`config.mk`:
```
export PLATFORM = sky130hd
export DESIGN_NAME = flow_controlled_byte_fifo
export DESIGN_NICKNAME = d
export VERILOG_FILES = /design/src/hdl/fcbf_pkg.sv /design/src/hdl/flow_controlled_byte_fifo.sv
export SDC_FILE = /design/constraint.sdc
export NUM_CORES = 1
export LEC_CHECK = 0
export BUFFER_PORTS_ARGS = -buffer_cell sky130_fd_sc_hd__buf_2
export CAP_MARGIN = 20
export CORE_MARGIN = 4
export CORE_UTILIZATION = 55
export DETAILED_ROUTE_END_ITERATION = 10
export PLACE_DENSITY = 0.73
export REMOVE_ABC_BUFFERS = 1
export SETUP_SLACK_MARGIN = 0.02
export SYNTH_ARGS = -nofsm -noshare
export SYNTH_HDL_FRONTEND = slang
export SYNTH_SLANG_ARGS = --single-unit
export TNS_END_PERCENT = 10
```
`constraint.sdc`:
```
create_clock -name clk -period 5.35 [get_ports clk]
set_input_delay 0.535 -clock clk [delete_from_list [all_inputs] [get_ports clk]]
set_output_delay 0.535 -clock clk [all_outputs]
set_load 0.005 [all_outputs]
```
`src/hdl/fcbf_pkg.sv`:
```
// Shared types and constants for the flow-controlled byte FIFO.
// No dependencies; imported by flow_controlled_byte_fifo.
package fcbf_pkg;

  // Operation codes carried in the opcode field of an input item.
  typedef enum logic [2:0] {
    OP_WRITE = 3'd0,
    OP_READ  = 3'd1,
    OP_PEEK  = 3'd2,
    OP_POP   = 3'd3,
    OP_END   = 3'd4
  } fcbf_op_t;

  localparam int          CAP_W       = 7;
  localparam logic [6:0]  CAP_RESET   = 7'd64;
  localparam int          MAX_RESULTS = 64;
  localparam int          TOTAL_W     = 48;

  typedef struct packed {
    logic [2:0] opcode;
    logic [7:0] data_byte;
    logic [6:0] length;
  } fcbf_in_t;

  typedef struct packed {
    logic [7:0]         out_byte;
    logic               byte_valid;
    logic               last;
    logic               accepted;
    logic [6:0]         buffered;
    logic [6:0]         remaining;
    logic [TOTAL_W-1:0] total_written;
    logic [TOTAL_W-1:0] total_read;
    logic               end_seen;
    logic               at_eof;
  } fcbf_out_t;

endpackage

```
`src/hdl/flow_controlled_byte_fifo.sv`:
```
// Flow-controlled byte FIFO: circular byte store with occupancy and total counters.
// Depends on fcbf_pkg for the item structs, operation codes and constants.
//
// Each item on in_item is one operation, taken when start is high and busy is low.
// Write, pop, end-input and unknown operations give one status result on out_strobe in
// the cycle after the item is taken, and the next item may be taken during that cycle,
// so these run at one item per cycle. Read and peek of n bytes give n results, one byte
// per cycle from the single read port of the byte store, starting the cycle after the
// item is taken; busy stays high until the cycle of the last byte, when the next item
// may be taken (one result if nothing is buffered). The receiver cannot stall: every
// result is shown for exactly one cycle. Every result carries the state after the whole
// operation. The byte store is not cleared after reset; only written bytes are read.
module flow_controlled_byte_fifo #(
  parameter int DEPTH      = 64,
  parameter int COUNT_BITS = 48
) (
  input  logic                 clk,
  input  logic                 rst_n,
  input  logic                 start,
  output logic                 busy,
  input  fcbf_pkg::fcbf_in_t   in_item,
  output logic                 out_strobe,
  output fcbf_pkg::fcbf_out_t  out_item,
  input  logic                 cfg_we,
  input  logic [6:0]           cfg_wdata
);
  import fcbf_pkg::*;

  localparam int AW = (DEPTH > 1) ? $clog2(DEPTH) : 1;
  localparam int CW = $clog2(DEPTH + 1);
  localparam int EW = (CW > CAP_W) ? CW : CAP_W;
  localparam int IW = EW + 1;
  localparam int TW = (COUNT_BITS > TOTAL_W) ? COUNT_BITS : TOTAL_W;

  typedef enum logic [2:0] {
    ST_IDLE   = 3'b001,
    ST_STATUS = 3'b010,
    ST_STREAM = 3'b100
  } fcbf_state_t;

  fcbf_state_t state_r, state_nxt;

  logic [7:0]            mem [DEPTH];
  logic [7:0]            rdata_r;
  logic [AW-1:0]         head_r, head_nxt;
  logic [CW-1:0]         count_r, count_nxt;
  logic [COUNT_BITS-1:0] wtot_r, wtot_nxt;
  logic [COUNT_BITS-1:0] rtot_r, rtot_nxt;
  logic                  ended_r, ended_nxt;
  logic [6:0]            cap_r;
  logic [6:0]            left_r, left_nxt;
  logic [AW-1:0]         ptr_r, ptr_nxt;
  logic                  acc_r, acc_nxt;

  logic                  accept;
  logic                  mem_we;
  logic [AW-1:0]         wr_addr;
  logic                  rd_en;
  logic [AW-1:0]         rd_addr;
  logic [EW-1:0]         count_e, cap_e, effcap, room, len_e, n_e;
  logic [6:0]            n;
  logic                  can_write;
  logic [TW-1:0]         wtot_e, rtot_e;

  // Sum of an index below DEPTH and an offset of at most DEPTH, folded back into the store.
  function automatic logic [AW-1:0] wrap_add(input logic [IW-1:0] s);
    logic [IW-1:0] r;
    r = (s >= IW'(DEPTH)) ? (s - IW'(DEPTH)) : s;
    return r[AW-1:0];
  endfunction

  assign accept = start && !busy;
  assign busy   = (state_r == ST_STREAM) && (left_r > 7'd1);

  always_comb begin
    count_e   = EW'(count_r);
    cap_e     = EW'(cap_r);
    effcap    = (cap_e > EW'(DEPTH)) ? EW'(DEPTH) : cap_e;
    room      = (effcap > count_e) ? (effcap - count_e) : '0;
    can_write = count_e < effcap;
    len_e     = EW'(in_item.length);
    n_e       = (len_e < count_e) ? len_e : count_e;
    if (n_e > EW'(MAX_RESULTS)) begin
      n_e = EW'(MAX_RESULTS);
    end
    n       = n_e[6:0];
    wr_addr = wrap_add(IW'(head_r) + IW'(count_r));
  end

  always_comb begin
    state_nxt = ST_IDLE;
    head_nxt  = head_r;
    count_nxt = count_r;
    wtot_nxt  = wtot_r;
    rtot_nxt  = rtot_r;
    ended_nxt = ended_r;
    left_nxt  = left_r;
    ptr_nxt   = ptr_r;
    acc_nxt   = 1'b0;
    mem_we    = 1'b0;
    rd_en     = 1'b0;
    rd_addr   = ptr_r;
    if (accept) begin
      state_nxt = ST_STATUS;
      case (in_item.opcode)
        OP_WRITE: begin
          if (can_write) begin
            mem_we    = 1'b1;
            count_nxt = count_r + CW'(1);
            wtot_nxt  = wtot_r + COUNT_BITS'(1);
            acc_nxt   = 1'b1;
          end
        end
        OP_READ, OP_PEEK: begin
          if (n != 7'd0) begin
            state_nxt = ST_STREAM;
            rd_en     = 1'b1;
            rd_addr   = head_r;
            ptr_nxt   = wrap_add(IW'(head_r) + IW'(1));
            left_nxt  = n;
            if (in_item.opcode == OP_READ) begin
              head_nxt  = wrap_add(IW'(head_r) + IW'(n));
              count_nxt = count_r - CW'(n);
              rtot_nxt  = rtot_r + COUNT_BITS'(n);
            end
          end
        end
        OP_POP: begin
          head_nxt  = wrap_add(IW'(head_r) + IW'(n));
          count_nxt = count_r - CW'(n);
          rtot_nxt  = rtot_r + COUNT_BITS'(n);
        end
        OP_END: begin
          ended_nxt = 1'b1;
        end
        default: begin
        end
      endcase
    end else if (busy) begin
      // Fetch the next byte of the run while the current one is shown.
      state_nxt = ST_STREAM;
      rd_en     = 1'b1;
      rd_addr   = ptr_r;
      ptr_nxt   = wrap_add(IW'(ptr_r) + IW'(1));
      left_nxt  = left_r - 7'd1;
    end
  end

  always_ff @(posedge clk) begin
    if (mem_we) begin
      mem[wr_addr] <= in_item.data_byte;
    end
    if (rd_en) begin
      rdata_r <= mem[rd_addr];
    end
  end

  always_ff @(posedge clk) begin
    if (!rst_n) begin
      state_r <= ST_IDLE;
      head_r  <= '0;
      count_r <= '0;
      wtot_r  <= '0;
      rtot_r  <= '0;
      ended_r <= 1'b0;
      cap_r   <= CAP_RESET;
      left_r  <= '0;
      ptr_r   <= '0;
      acc_r   <= 1'b0;
    end else begin
      state_r <= state_nxt;
      head_r  <= head_nxt;
      count_r <= count_nxt;
      wtot_r  <= wtot_nxt;
      rtot_r  <= rtot_nxt;
      ended_r <= ended_nxt;
      left_r  <= left_nxt;
      ptr_r   <= ptr_nxt;
      acc_r   <= acc_nxt;
      if (cfg_we) begin
        cap_r <= cfg_wdata;
      end
    end
  end

  always_comb begin
    wtot_e                 = TW'(wtot_r);
    rtot_e                 = TW'(rtot_r);
    out_strobe             = (state_r == ST_STATUS) || (state_r == ST_STREAM);
    out_item.byte_valid    = (state_r == ST_STREAM);
    out_item.out_byte      = (state_r == ST_STREAM) ? rdata_r : 8'd0;
    out_item.last          = (state_r == ST_STATUS) || (left_r == 7'd1);
    out_item.accepted      = (state_r == ST_STATUS) && acc_r;
    out_item.buffered      = count_e[6:0];
    out_item.remaining     = room[6:0];
    out_item.total_written = wtot_e[TOTAL_W-1:0];
    out_item.total_read    = rtot_e[TOTAL_W-1:0];
    out_item.end_seen      = ended_r;
    out_item.at_eof        = ended_r && (count_r == '0);
  end

  // The occupancy can never pass the size of the store.
  a_count_bound: assert property (@(posedge clk) disable iff (!rst_n)
    count_r <= CW'(DEPTH))
    else $error("byte count exceeds store depth");

  // A stored write raises the occupancy by exactly one.
  a_write_count: assert property (@(posedge clk) disable iff (!rst_n)
    accept && (in_item.opcode == OP_WRITE) && can_write
    |=> count_r == $past(count_r) + CW'(1))
    else $error("accepted write did not raise the byte count");

  // A byte run never continues past its last item without a new operation.
  a_stream_end: assert property (@(posedge clk) disable iff (!rst_n)
    out_strobe && out_item.last && !accept |=> state_r != ST_STREAM)
    else $error("byte run continued after its last item");

  // While bytes are being streamed the run length is never zero.
  a_stream_left: assert property (@(posedge clk) disable iff (!rst_n)
    (state_r == ST_STREAM) |-> (left_r != 7'd0))
    else $error("streaming with no bytes left");

endmodule
```
Word-level counts from Yosys, hierarchy flattened

Memories as Yosys holds them, arrays and structs flattened. A register that Yosys moved wholly into a read port is not among the register bits.
Cells that the tools add are included.

Flip-flop bits (word level): 134
Bits in writable memories: 512
Bits of input ports: 29
Output and inout port bits: 125
Logic and storage cells: 109
Memories kept: 1

Memories:

| memory | words | bits a word | read ports | clocked after memory_dff | write ports | RTL line                        | RTL |
|---|---|---|---|---|---|---|---|
| mem    | 64    | 8           | 1          | 1                        | 1           | flow_controlled_byte_fifo.sv:43 | `logic [7:0] mem [DEPTH];` |

Add/subtract/negate cells: 14
Order comparisons: 10
Eq/ne operators: 12
Multiplexer cells: 43
Reductions and logical operators: 19

Operators by type and width:

| kind                                                          | count |
|---|---|
| 2-to-1 mux 48 bit                                             | 2 |
| one-hot mux 48 bit (2 select lines)                           | 1 |
| 2-to-1 mux 6 bit                                              | 13 |
| 2-to-1 mux 7 bit                                              | 11 |
| adder 48 x 1 -> 48 bit, second input constant                 | 1 |
| adder 48 x 7 -> 48 bit                                        | 1 |
| subtractor 6 x 1 -> 6 bit, second input constant              | 4 |
| one-hot mux 7 bit (3 select lines)                            | 1 |
| adder 6 x 7 -> 8 bit                                          | 2 |
| >= comparator 8 x 7 -> 1 bit, second input constant           | 2 |
| adder 6 x 1 -> 7 bit, second input constant                   | 2 |
| >= comparator 7 bit, second input constant                    | 2 |
| greater-than comparator 7 bit, second input constant          | 2 |
| < comparator 7 bit                                            | 2 |
| subtractor 7 bit                                              | 2 |
| 2-to-1 mux 3 bit                                              | 4 |
| one-hot mux 6 bit (2 select lines)                            | 1 |
| equality test 3 x 2 -> 1 bit, second input constant           | 3 |
| 2-to-1 mux 1 bit                                              | 9 |
| 2-to-1 mux 8 bit                                              | 1 |
| adder 7 x 1 -> 7 bit, second input constant                   | 1 |
| equality test 7 x 1 -> 1 bit, second input constant           | 1 |
| greater-than comparator 7 x 1 -> 1 bit, second input constant | 1 |
| greater-than comparator 7 bit                                 | 1 |
| 18 further kinds                                              | 28 |

Depth between registers and ports, before layout

Gate-level depths: netlist (run 1).

Word-level depth: 10
Mapped depth: 23
Depth with buffers taken out: 21

Least setup slack after synthesis (run 1)

No wires, ideal clock.

Path type: register -> register
From: reg count_r[1], in the netlist count_e[1]
To: reg rtot_r[44], in the netlist rtot_e[44]
Library setup time: 70 ps
Arrival time: 4885 ps
Data required time: 5280 ps
Slack: 395 ps
Stages on the path, launching flop included: 21
Path buffers: 1
Clock period less this slack: 4955 ps
Path through: dfxtp_1 -> inv_1 -> ha_1 -> a21o_1 -> a31oi_1 -> o21a_1 -> buf_2 -> mux2_2 -> nor2_1 -> ha_1 -> inv_1 -> fa_1 -> nor2b_1 -> o21ai_0 -> a21boi_0 -> o21a_1 -> o21ai_0 -> a2111oi_4 -> nand3_2 -> or3_1 -> a21oi_1

Word-level cells in the longest chain between the ends: 8
Elaborated cells on any way between the ends: 11

RTL lines:

| what                                | RTL line                                                           | RTL |
|---|---|---|
| from (decl)                         | flow_controlled_byte_fifo.sv:46                                    | `logic [CW-1:0] count_r, count_nxt;` |
| from (signal assigned)              | flow_controlled_byte_fifo.sv:173                                   | `count_r <= count_nxt;` |
| < comparator 7 bit                  | flow_controlled_byte_fifo.sv:82                                    | `n_e = (len_e < count_e) ? len_e : count_e;` |
| 2-to-1 mux 7 bit *                  | flow_controlled_byte_fifo.sv:82                                    |  |
| greater-than comparator 7 bit       | flow_controlled_byte_fifo.sv:83                                    | `if (n_e > EW'(MAX_RESULTS)) begin` |
| 2-to-1 mux 7 bit *                  | flow_controlled_byte_fifo.sv:83                                    |  |
| adder 48 x 7 -> 48 bit              | flow_controlled_byte_fifo.sv:124, flow_controlled_byte_fifo.sv:131 |  |
| 2-to-1 mux 48 bit                   | flow_controlled_byte_fifo.sv:121                                   | `if (in_item.opcode == OP_READ) begin` |
| 2-to-1 mux 48 bit                   | flow_controlled_byte_fifo.sv:115                                   | `if (n != 7'd0) begin` |
| one-hot mux 48 bit (2 select lines) | flow_controlled_byte_fifo.sv:105                                   | `case (in_item.opcode)` |
| to (signal assigned)                | flow_controlled_byte_fifo.sv:175                                   | `rtot_r <= rtot_nxt;` |
| to (decl)                           | flow_controlled_byte_fifo.sv:48                                    | `logic [COUNT_BITS-1:0] rtot_r, rtot_nxt;` |

Every way passes the cells marked *; elsewhere a longest branch is shown, timed or not. The select of a mux whose other input is x is not followed.
A chain may end at the register's enable or synchronous reset.

Worst setup path in the final report (run 1)

From: reg count_r[4], in the netlist count_e[4]
To: reg rtot_r[44], in the netlist rtot_e[44]

Same word-level chain as after synthesis.

==> summary.md, run 1 <==
| Metric | Value |
|---|---|
| Status | `finished, final reports clean` |
| Fmax | `201 MHz` |
| Antenna Nets Post-Route | `0` |
| Met2 routed WL | `approximately 36,000 microns` |
| Setup WS post-layout | `approximately 380 ps` |
| Rel. slew slack | `0.340` |
| First-pass GRT wire length | `114,000 microns` |
| Top cell type's share of synthesized area | `0.547` |
| DIE AREA | `between 0.05 and 0.06 sq mm` |
| CP Capture Type | `flop` |
| PwrDens | `343 mW/mm^2` |
| Fin cells | `about 3,300` |
| DR top layer | `met4` |
| Die width | `between 200 and 250 microns` |
| Top FF cell, synth | `edfxtp_1` |
| Nets@finish | `2,660` |
| IO buf count | `about 150` |
| First-pass DRT Iterations | `8` |
| YS warnings | `0` |
| CTS Sinks | `between 600 and 700` |
| 1st-iter DRT viols | `between 2,000 and 2,500` |
| Count leader, synth | `edfxtp_1` |
| Worst-Skew Late Latency | `roughly 600 ps` |
| Top cells by count, synth | `520 x edfxtp_1, 302 x nand2_1, 254 x nor2_1` |
| All-Layer GR Usage | `0.259` |
| Final setup viols | `0` |
| WL met1 | `a little under 30,000 microns` |
| Async SR Flop Fraction | `0` |
| Vias in the first global route | `a little over 20,000` |
| Flops & latches, synth | `between 600 and 700` |
| Worst setup SP type | `flop` |
| Vias per inst | `6.19` |
| Final period util | `0.929` |
| Boundary Pins | `roughly 150` |
| Area contributors post-synth | `edfxtp_1 55%, dfxtp_1 9.4%, nand2_1 4.0%, nor2_1 3.3%, mux2i_1 2.9%` |
| Initial antenna violation count | `1` |
| TNS Setup | `0 ps` |
| Die Span Y | `236 microns` |
| Root buf cell | `clkbuf_16` |
| CTS buffer count | `~70` |
| Share of layout cells above drive strength 1 | `0.137` |
| Met3 WL post-DR | `about 6100 microns` |
| # rows | `83` |
| Final Max Tran Viols | `0` |
| Worst-Margin Slew | `just under 1000 ps` |
| Pre-CTS WS | `127 ps` |
| Syn avg cell area | `~12 sq um` |
| Critical Path Fanout Max | `9` |
| Final core occ | `0.634` |
| HP Class | `in -> reg` |
| Starting Density | `0.556` |
| Post-synthesis sequential area ratio | `0.641` |
| DRC | `0` |
| Mapped Cells | `approximately 2,400` |
| Routability cong. | `approximately 0.88` |
| Clock Tree Buf Depth | `3` |
| Final Routed Wirelength | `about 74,000 microns` |
| Critical path class | `reg -> reg` |
| HPWL Detailed | `~47,000 microns` |
| Distinct cells, synth | `76` |
| Count of final hold-check violations | `0` |
| Crit path time final | `4970 ps` |
| Largest net degree at the start of global routing | `between 80 and 90` |
| Tot Pwr | `roughly 11 mW` |
| Core area | `slightly above 0.05 sq mm` |
| Synthesized cell area | `roughly 0.029 sq mm` |
| Grt total ovfl | `0` |
| Placed insts | `3,193` |
| Post-synth EDFFs | `between 500 and 600` |
| Number of max-cap violations | `0` |
| WP data arrival | `around 5500 ps` |
| Worst Skew | `between 20 and 30 ps` |
| Worst endpoint required time | `just under 6000 ps` |
| Max VDD drop | `around 0.23 mV` |
| Drt wl/cell | `22.4 microns` |
| Leakage | `between 10 and 15 nW` |
| # H-tree levels | `3` |
| Post-CTS Hold Buffers | `0` |
| CTS tree | `yes` |
| Via count | `about 21,000` |
| CTS clk-pin slew, worst paths | `60 ps` |
| Unrepaired setup endpoints after global routing | `no` |
| Post-synth top area cell | `edfxtp_1` |
| P&R area growth vs syn | `14.1%` |
cell usage in the layout (no fill, tap or decap), types with 16 or more instances in the layout:
| cell type | instances |
|---|---|
| nand3_1 | 81 |
| xnor2_1 | 58 |
| nor3_1 | 49 |
| a211oi_1 | 35 |
| o21ai_0 | 92 |
| clkbuf_16 | 71 |
| a311oi_1 | 19 |
| nor2_1 | 254 |
| and3_1 | 39 |
| clkbuf_1 | 20 |
| buf_2 | 153 |
| mux2i_1 | 84 |
| inv_1 | 60 |
| nand4_1 | 42 |
| xor2_1 | 30 |
| ha_1 | 40 |
| dfxtp_1 | 134 |
| a21o_1 | 16 |
| a31oi_1 | 29 |
| nand2b_1 | 28 |
| o22ai_1 | 21 |
| a32oi_1 | 28 |
| nand2_1 | 301 |
| and2_1 | 36 |
| a21oi_1 | 89 |
| buf_4 | 78 |
| edfxtp_1 | 520 |
what timing repair did:
action                                  4_1_cts  5_1_grt
endpoints found under the setup margin        0        4
setup buffers                                 0        1
hold endpoints to repair                      0        0
gates resized for setup                       0        1
registers in the layout, indices dropped and copies added, names as in the netlist:
name,count
head_r,6
rtot_e,48
left_r,7
mem,512
count_e,7
rdata_r,8
acc_r,1
wtot_e,48
state_r,3
ptr_r,6
ended_r,1
cap_e,7
final cells by class:
cell class	count	area (sq um)
fillers	3838	18800
flip-flops and latches	654	18300
multi-input cells	1559	9470
clock buffers	93	1880
repair buffers	239	1510
well taps	680	851
clock inverters	27	294
inverters	63	239
diodes	1	2.50
metrics by stage:
stage               hold WS [ps]  cell area (sq um)
finish                       158              32500
CTS                          130              32500
global route                 165              32500
global placement             440              30300
floorplan                    432              28000
detailed placement           453              30300
path summary, 6_finish.rpt:
check          startpoint          to  slack (ps)  depth (start not counted)
max            count_e[4]  rtot_e[44]         380                         20
min          cfg_wdata[6]    cap_e[6]         160                          3
max reg2reg    count_e[4]  rtot_e[44]         380                         20
min reg2reg      ptr_r[0]    ptr_r[0]         470                          2
cells by family (layout without fill, tap and decap cells):
group                      count (synthesis)  count (layout)  synth area share
and+or+nand+nor                          907             907             0.148
muxes                                     87              87            0.0306
buffers and inverters                    184             422            0.0284
adders and majority gates                 45              45            0.0210
AOI/OAI and AO/OA                        432             432             0.104
xor gates and xnor gates                  88              88            0.0270
DFF                                      654             654             0.641
other                                      0               1                 0
routing by layer:
layer	track usage	vias to the layer above
li1	-	9264
met1	0.341	10100
met5	0	-
met4	0.101	0
met2	0.433	970
met3	0.0457	172
worst max-delay path, cell delays in order, from the launching register on:
cell and delay (ps):
dfxtp_1 290, buf_4 140, inv_1 150, ha_1 280, a21oi_1 170, o21a_1 220, o21a_1 180, mux2_2 430
nor2_1 190, ha_1 190, inv_1 50, fa_1 390, nor2b_1 160, o21ai_0 130, a21boi_0 270, o21a_1 170
o21ai_0 170, a2111oi_4 470, nand3_2 270, or3_1 430, a21oi_1 150
report_power, final:
group / internal, mW / switching [mW]
combinational: 0.309 / 0.663
clock: 2.72 / 1.93
sequential: 5.51 / 0.0228
Power figures use the tool's default switching activity.
==> inputs of run 2 (changes only) <==
--- a/config.mk
+++ b/config.mk
@@ -10,6 +10,7 @@
 export CORE_MARGIN = 4
 export CORE_UTILIZATION = 55
 export DETAILED_ROUTE_END_ITERATION = 10
+export GPL_TIMING_DRIVEN = 0
 export PLACE_DENSITY = 0.73
 export REMOVE_ABC_BUFFERS = 1
 export SETUP_SLACK_MARGIN = 0.02
==> summary.md, run 2 (synthesis results as in run 1) <==
| Metric | Value |
|---|---|
| Status | `finished, final reports clean` |
| Final Routed Wirelength | `about 73,000 microns` |
| Max VDD drop | `between 0.2 and 0.25 mV` |
| CP Capture Type | `flop` |
| Crit path time final | `between 5000 and 6000 ps` |
| HP Class | `in -> reg` |
| Fin cells | `roughly 3,300` |
| DRC | `0` |
| Count of final hold-check violations | `0` |
| Critical path class | `reg -> reg` |
| Starting Density | `0.556` |
| Number of max-cap violations | `0` |
| Worst-Skew Late Latency | `610 ps` |
| Critical Path Fanout Max | `34` |
| Initial antenna violation count | `0` |
| Final period util | `0.968` |
| Unrepaired setup endpoints after global routing | `no` |
| Final core occ | `0.634` |
| Via count | `roughly 20,000` |
| PwrDens | `about 350 mW/mm^2` |
| Reg-to-reg endpoint | `mem[39][7]` |
| CP Depth | `8` |
| Reg-to-Reg Start | `left_r[3]` |
| Die width | `approximately 240 microns` |
| Hold path start | `cfg_wdata[6]` |
| IO buf count | `roughly 150` |
| Crit-path slowest cell | `nor2_1` |
| CP peak stage delay | `1070 ps` |
| Antenna diodes | `0` |
| Rel. slew slack | `0.138` |
| Routability cong. | `between 0.8 and 0.9` |
| Most common cell after layout, fill and taps aside | `edfxtp_1` |
| CTS buffer count | `69` |
| Crit path buffers/inverters | `1` |
| Largest net degree at the start of global routing | `97` |
| CTS clk-pin slew, worst paths | `approximately 60 ps` |
| # rows | `83` |
| Worst endpoint required time | `about 5600 ps` |
| Boundary Pins | `154` |
| First-pass DRT Iterations | `6` |
| Vias in the first global route | `19,900` |
| FILL cells | `slightly below 4,000` |
| WP data arrival | `around 5400 ps` |
| Drt wl/cell | `roughly 22 microns` |
| First-pass GRT wire length | `around 110,000 microns` |
| P&R area growth vs syn | `14.0%` |
| Largest delay share family, worst path | `simple AND/OR/NAND/NOR gates` |
| CTS Sinks | `about 650` |
| 1st-iter DRT viols | `between 2,000 and 2,500` |
| Grt total ovfl | `0` |
| Antenna Nets Post-Route | `0` |
| # H-tree levels | `3` |
| Final setup viols | `0` |
| Crit-path cells | `or3_4 > o41ai_4 > inv_4 > nor2_8 > and3_1 > o211a_1 > nand4_1 > nor2_1` |
| Share of layout cells above drive strength 1 | `0.127` |
| DIE AREA | `approximately 0.056 sq mm` |
| Worst Setup EP | `mem[39][7]` |
| Worst Skew | `roughly 28 ps` |
| Core area | `roughly 0.05 sq mm` |
| R2R depth | `8` |
| Fmax | `a little under 200 MHz` |
| Placed insts | `approximately 3,100` |
| HPWL Detailed | `45,700 microns` |
| Nets@finish | `2,605` |
| Leakage | `between 10 and 15 nW` |
| All-Layer GR Usage | `0.256` |
| Worst-Margin Slew | `~1300 ps` |
| Vias per inst | `between 6 and 7` |
| Worst setup SP type | `flop` |
| Largest Register | `mem` |
| Die Span Y | `about 240 microns` |
| Post-CTS Hold Buffers | `0` |
| CTS tree | `yes` |
| Max reg flops | `512` |
| Final Max Tran Viols | `0` |
| Reg2Reg Setup Slack | `between 150 and 200 ps` |
| Most frequent cells in the layout | `520 x edfxtp_1, 300 x nand2_1, 251 x nor2_1` |
| CP startpoint | `left_r[3]` |
| Root buf cell | `clkbuf_16` |
| Clock Tree Buf Depth | `3` |
-- run 2: cell types whose count changed in the layout (fill, tap and decap cells not counted), moves of 2 or more --
cell / before / now
dfxtp_1: 134 / 129
o21a_2: 1 / 3
nor2_4: 0 / 2
dfxtp_2: 0 / 5
clkbuf_8: 2 / 4
buf_4: 78 / 8
nor2_1: 254 / 251
o21a_1: 4 / 2
buf_16: 0 / 11
clkinv_2: 6 / 13
clkbuf_1: 20 / 16
inv_6: 5 / 2
-- run 2: layout make-up --
class	instances	area [sq um]	share of cell area
sequential	654	18300	0.563
multi-input combinational	1561	9550	0.294
clock buffer	91	1890	0.0582
timing repair buffer	182	1320	0.0407
tap	680	851	0.0262
clock inverter	34	357	0.0110
inverter	63	244	0.00750
-- run 2: worst reg2reg max path, delay by kind of cell, from the launching register on --
kind / cells / cell delay [ps]
buf+inv: 1 / 140
simple gates: 5 / 3200
compound gates: 2 / 1110
flops: 1 / 350
-- run 2: repair_timing --
item,4_1_cts,5_1_grt
setup buffers,4,2
gates resized for setup,8,12
endpoints found under the setup margin,46,26
cloned,1,1
pin swaps,2,1
-- run 2: routing by layer --
layer | global-route usage | part of all wire | routed length [microns]
met1 | 0.339 | 0.39 | 28800
met2 | 0.430 | 0.50 | 36400
met3 | 0.0396 | 0.079 | 5800
met4 | 0.0965 | 0.033 | 2450
met5 | 0 | 0 | 0
-- run 2: per-stage QoR --
stage | instance area, sq um | worst slack, ps | TNS, ps | hold WS, ps | power, mW
after floorplan | 28000 | -2850 | -22020 | 432 | 6.27
after global placement | 29600 | -7770 | -86970 | 440 | 6.62
after detailed placement | 30000 | -1040 | -17840 | 454 | 6.57
after CTS | 32300 | 24.0 | 0 | 162 | 11.3
after global routing | 32500 | 21.4 | 0 | 202 | 11.6
final | 32500 | 172 | 0 | 191 | 11.3
-- run 2: worst min path at each step --
| stage | slack [ps] | end | depth (start not counted) |
|---|---|---|---|
| global route | 200 | cap_e[2] | 3 |
| floorplan | 430 | ptr_r[0] | 2 |
| global placement | 440 | ptr_r[0] | 2 |
| finish | 190 | cap_e[6] | 3 |
| detailed placement | 450 | ptr_r[0] | 2 |
| CTS | 160 | cap_e[6] | 3 |
-- run 2: power by group --
part	switching [mW]	internal [mW]
clock network	1.96	2.79
logic	0.656	0.319
registers	0.0278	5.51
total	2.64	8.62
